--- config.mk ---
export PLATFORM = sky130hd
export DESIGN_NAME = pmu_front
export DESIGN_NICKNAME = d
export VERILOG_FILES = /design/src/hw/rtl/pmu_pkg.sv /design/src/hw/rtl/pmu_front.sv
export SDC_FILE = /design/constraint.sdc
export NUM_CORES = 1
export LEC_CHECK = 0
export ABC_AREA = 1
export ABC_CLOCK_PERIOD_IN_PS = 2940
export BUFFER_PORTS_ARGS = -buffer_cell sky130_fd_sc_hd__clkbuf_2
export CORE_MARGIN = 5
export CORE_UTILIZATION = 52
export DETAILED_ROUTE_END_ITERATION = 8
export PLACE_DENSITY = 0.76
export REMOVE_ABC_BUFFERS = 1
export SLEW_MARGIN = 5
export SYNTH_ARGS = -nofsm -noshare
export SYNTH_HDL_FRONTEND = slang
export SYNTH_SLANG_ARGS = --single-unit
--- constraint.sdc ---
create_clock -name clk_i -period 2.94 [get_ports clk_i]
set_clock_uncertainty 0.05 [all_clocks]
set_input_delay 0.294 -clock clk_i [delete_from_list [all_inputs] [get_ports clk_i]]
set_output_delay 0.294 -clock clk_i [all_outputs]
set_load 0.02 [all_outputs]
--- src/hw/rtl/pmu_pkg.sv ---
// ----------------------------------------------------------------------------
// pmu_pkg: shared types and constants for the Piola mapping unit
// Request codes, mode codes, register indexes and the item structs.
// ----------------------------------------------------------------------------
package pmu_pkg;

  localparam int unsigned CfgIdxW  = 2;
  localparam int unsigned CfgDataW = 4;

  typedef enum logic [2:0] {
    REQ_LOAD_J   = 3'd0,
    REQ_LOAD_K   = 3'd1,
    REQ_LOAD_DET = 3'd2,
    REQ_LOAD_DAT = 3'd3,
    REQ_COMPUTE  = 3'd4
  } req_type_e;

  typedef enum logic [2:0] {
    MODE_IDENT  = 3'd0,
    MODE_COV    = 3'd1,
    MODE_CONTRA = 3'd2,
    MODE_DCOV   = 3'd3,
    MODE_DCON   = 3'd4
  } map_mode_e;

  typedef enum logic [CfgIdxW-1:0] {
    REG_MAP_MODE = 2'd0,
    REG_GEO_DIM  = 2'd1,
    REG_TOPO_DIM = 2'd2,
    REG_ID_SIZE  = 2'd3
  } reg_idx_e;

  typedef struct packed {
    logic [2:0]         req_type;
    logic [1:0]         row_index;
    logic [1:0]         col_index;
    logic signed [31:0] elem_value;
  } in_item_t;

  typedef struct packed {
    logic signed [31:0] mapped_value;
    logic [3:0]         out_index;
    logic               last_flag;
    logic               error_code;
  } out_item_t;

  // Saturate a 64-bit signed value to 32 bits.
  function automatic logic signed [31:0] sat32(input logic signed [63:0] v);
    logic signed [63:0] mx;
    logic signed [63:0] mn;
    mx = 64'sd2147483647;
    mn = -64'sd2147483648;
    if (v > mx) return 32'sh7fffffff;
    if (v < mn) return 32'sh80000000;
    return v[31:0];
  endfunction

endpackage

--- src/hw/rtl/pmu_front.sv ---
// ----------------------------------------------------------------------------
// pmu_front: item intake
// Accept items, drop unused codes and push them into the command queue.
// ----------------------------------------------------------------------------
module pmu_front #(
  parameter int unsigned Depth = 4
) (
  input  logic              clk_i,
  input  logic              rst_ni,
  input  logic              push_i,
  input  pmu_pkg::in_item_t item_i,
  output logic              full_o,
  input  logic              pop_i,
  output logic              empty_o,
  output pmu_pkg::in_item_t item_o
);
  localparam int unsigned AW = $clog2(Depth);

  pmu_pkg::in_item_t mem_q [Depth];
  logic [AW-1:0] wp_q, rp_q;
  logic [AW:0]   cnt_q;
  logic          keep;

  assign keep    = push_i && (item_i.req_type <= pmu_pkg::REQ_COMPUTE);
  assign full_o  = (cnt_q == (AW+1)'(Depth));
  assign empty_o = (cnt_q == '0);
  assign item_o  = mem_q[rp_q];

  always_ff @(posedge clk_i) begin
    if (keep) mem_q[wp_q] <= item_i;
  end

  always_ff @(posedge clk_i or negedge rst_ni) begin
    if (!rst_ni) begin
      wp_q <= '0; rp_q <= '0; cnt_q <= '0;
    end else begin
      if (keep) wp_q <= (wp_q == AW'(Depth-1)) ? '0 : wp_q + 1'b1;
      if (pop_i) rp_q <= (rp_q == AW'(Depth-1)) ? '0 : rp_q + 1'b1;
      cnt_q <= cnt_q + (AW+1)'(keep) - (AW+1)'(pop_i);
    end
  end
endmodule

# Word level (Yosys, flattened, before mapping)
# Memories as Yosys holds them, arrays and structs flattened.
# Cells that the tools add are included.
[word_totals] regBits=7 mem_bits_rw=156 input_bits=43 out_inout_bits=41 elab_cells=18 mem_count=1
[memory_table] name="mem_q" words=4 word_bits=39 rd=1 rd_clocked_by_memory_dff=0 wr=1 line_no="pmu_front.sv:19" rtl="pmu_pkg::in_item_t mem_q [Depth];"
[op_classes] add_sub_neg=4 magnitude_cmp=1 eq_ne=3 mux=4 n_reduce_logical=2
[ops] op="$add A2 B1 Y2 const B" count=2
[ops] op="$eq A2 B2 Y1 const B" count=2
[ops] op="$mux W2" count=2
[ops] op="$add A3 B1 Y3" count=1
[ops] op="$eq A3 B3 Y1 const B" count=1
[ops] op="$le A3 B3 Y1 const B" count=1
[ops] op="$logic_not A3 Y1" count=1
[ops] op="$sub A3 B1 Y3" count=1
[ops] op="$mux W1" count=2
[ops] op="$logic_and A1 B1 Y1" count=1

# Longest topological paths before layout
[logic_depth] ltp_word=4 depth_mapped=9 ltp_nobuf=9

# Worst setup path before layout
# Ideal clock, no wire load.
[synth_timing] path_type="input to register" startpoint="input item_i[37] in the netlist's numbering" endpoint="memory mem_q[0][0] in the netlist's numbering (enable)" setup_ps=435 arrival_time_ps=2392 required_time_ps=2455 path_slack_ps=63 path_stages=3 n_path_buf=0 path_cell_list="o21ai_0 -> nand2_1 -> nor2_1"
[synth_via] elab_chain_len=4
[synth_lines] item="from (decl)" line_no="pmu_front.sv:11" rtl="input pmu_pkg::in_item_t item_i,"
[synth_lines] item="$le A3 B3 Y1" line_no="pmu_front.sv:24" rtl="assign keep = push_i && (item_i.req_type <= pmu_pkg::REQ_COMPUTE);"
[synth_lines] item="$logic_and A1 B1 Y1" line_no="pmu_front.sv:24"
[synth_lines] item="$mux W1" line_no="pmu_front.sv:30" rtl="if (keep) mem_q[wp_q] <= item_i;"
[synth_lines] item="$mux W1 (not written as such)" line_no="pmu_front.sv:30"
[synth_lines] item="to (decl)" line_no="pmu_front.sv:19"
# No other way between the ends.

==> impl_metrics.env <==
export IMPL_outcome="complete, no violations"
export IMPL_syn_inst=508
export IMPL_hold_viol_final=0
export IMPL_power_density_nw_per_um2=948
export IMPL_core_area_um2=12600
export IMPL_overflow=0
export IMPL_clk_latency_ns=0.42
export IMPL_dieArea_um2=15200
export IMPL_drtPass1Iterations=4
export IMPL_yosys_warnings=0
export IMPL_worst_pin_slew_ns=0.520
export IMPL_peakVddDrop_mv=0.576
export IMPL_gp_congestion=0.710
export IMPL_synth_top_cell_area_share=0.702
export IMPL_die_height_um=123
export IMPL_area_delta_synth_final_pct=16.8
export IMPL_wl_um=12300
export IMPL_layout_common_cells="156 x edfxtp_1, 127 x nand2_1, 90 x inv_1, 83 x clkbuf_2, 78 x o211ai_1"
export IMPL_wire_per_inst_um=15.7
export IMPL_yosysSeqAreaShare=0.728
export IMPL_slew_headroom=0.651
export IMPL_setup_viol=0
export IMPL_yosysTopAreaCell="edfxtp_1"
export IMPL_ios=84
export IMPL_grt_pass1_wl_um=19400
export IMPL_drc=0
export IMPL_maxSlewViolCount=0
export IMPL_htreeDepth=4
export IMPL_place_area_um2=7230
export IMPL_fp_row_count=41
export IMPL_via_count=3934
export IMPL_stdcell_area_um2=7790
export IMPL_clock_path_buffers=2
export IMPL_regToRegStartpoint="wp_q[0]$_DFFE_PN0N_"
export IMPL_grt_use_total=0.174
export IMPL_grt_antenna_before_repair=0
export IMPL_synth_cell_types=19
export IMPL_port_buffers=83
export IMPL_yosys_register_bits=163
export IMPL_cts_sinks=163
export IMPL_p_leak_nw=3.22
export IMPL_crit_start="rp_q[1]$_DFFE_PN0P_"
export IMPL_cts_tree="built"
export IMPL_avgSynthCellArea_um2=13.1
export IMPL_clkTransAtPathRegs_ns=0.06
export IMPL_grt_max_degree=57
export IMPL_n_antenna_cell=0
export IMPL_crit_path_end_kind="output pin"
export IMPL_root_buffer="clkbuf_16"
export IMPL_hp_class="in2reg"
export IMPL_min_period_ns=2.44
export IMPL_cp_max_fo=26
export IMPL_cap_violations=0
export IMPL_min_from="item_i[9]"
export IMPL_path_class="reg2out"
export IMPL_start_kind="register"
export IMPL_fmax_mhz=411
export IMPL_worstPathArrival_ns=2.09
export IMPL_vias_per_cell=5.02
export IMPL_cts_buffers=17
export IMPL_ant_nets=0
export IMPL_mappedNetlistArea_um2=6670
export IMPL_finalCritPeriodShare=0.828
export IMPL_worst_ep_required_time_ns=2.60
export IMPL_drtIter0Drc=199
export IMPL_place_hpwl_um=7620
export IMPL_synthTopCellsByArea="edfxtp_1 70%, o211ai_1 8.8%, nand2_1 7.1%, inv_1 5.1%, dfrtp_1 2.6%"
export IMPL_fin_nets=649
export IMPL_die_w_um=123
export IMPL_rsz0062_at_grt="false"
export IMPL_final_setup_tns_ns=0
export IMPL_initial_utilization=0.529
export IMPL_final_common_cell="edfxtp_1"
export IMPL_p_total_mw=7.39
export IMPL_drive_above_1_share=0.209
export IMPL_grt_pass1_vias=3939
path summary, 6_finish.rpt:
kind	cells after the start	to	slack (ns)
max in group asynchronous	2	rp_q[1]$_DFFE_PN0P_	2.44
min in group asynchronous	2	wp_q[1]$_DFFE_PN0N_	0.21
worst max register to register	5	mem_q[0][14]$_DFFE_PP_	1.32
worst min-delay path	1	mem_q[1][9]$_DFFE_PP_	0.04
worst min register to register	2	wp_q[1]$_DFFE_PN0N_	0.49
worst max-delay path	5	item_o[22]	0.50
per-stage QoR:
| step | worst slack, ns | cells | hold WS (ns) | utilization |
|---|---|---|---|---|
| finish | 0.505 | 783 | 0.0364 | 0.617 |
| global route | 0.359 | 783 | 0.0265 | 0.617 |
| CTS | 0.471 | 783 | 0.0167 | 0.617 |
| detailed placement | 0.840 | 750 | 0.0918 | 0.573 |
| global placement | 0.939 | 750 | 0.0845 | 0.573 |
| floorplan | 0.0625 | 483 | -0.0516 | - |
registers in the layout, summed over array words and instances, names as in the netlist:
register,flops
wp_q,2
rp_q,2
cnt_q,3
mem_q,156
synthesized netlist by cell type:
library cell	number
nor2_1	6
dfrtp_1	7
buf_2	7
inv_1	91
nand2_1	127
xor2_1	1
nand3_1	2
nor3b_1	1
inv_2	1
buf_6	15
o21ai_0	3
fa_1	1
buf_4	1
o211ai_1	78
clkbuf_1	2
nor3_1	1
xnor2_1	1
edfxtp_1	156
ha_1	7
area by class of cell:
class	count	area [um2]
tap	172	215
sequential	163	4860
inverter	92	348
clock inverter	13	118
timing repair buffer	96	541
multi-input combinational	228	1280
clock buffer	19	433
fill	996	4830
cells by family after synthesis:
group	Yosys count	share of synthesized area
AO/OA/AOI/OAI	81	0.0900
XOR/XNOR	2	0.00263
buffers and inverters	117	0.0846
adder cells (fa/ha/maj)	8	0.0161
flip-flops	163	0.728
AND/OR/NAND/NOR	137	0.0782
critical path, cell delays in order, from the launching register on:
cell and delay (ns):
dfrtp_2 0.36, clkinv_1 0.42, buf_4 0.44, o211ai_1 0.14, nand2_1 0.12, clkbuf_2 0.17
timing repair:
| action | CTS | global route |
|---|---|---|
| gates resized for setup | 0 | 0 |
| hold endpoints to repair | 7 | 0 |
| buffers inserted | 0 | 0 |
| hold buffers | 1 | 0 |
metal layers:
metal  global-route usage  share of wire
met1                0.208           0.41
met5                    0              0
met2                0.293           0.51
met3               0.0531          0.057
met4               0.0768          0.022
power by group:
| part | internal [mW] | switching (mW) | total, mW | leakage [nW] |
|---|---|---|---|---|
| Sequential | 2.84 | 0.101 | 2.95 | 1.50 |
| Combinational | 0.743 | 1.65 | 2.40 | 1.44 |
| Clock | 1.23 | 0.817 | 2.05 | 0.273 |
| Total | 4.82 | 2.57 | 7.39 | 3.22 |
No activity file was read; power rests on OpenSTA's default activity.
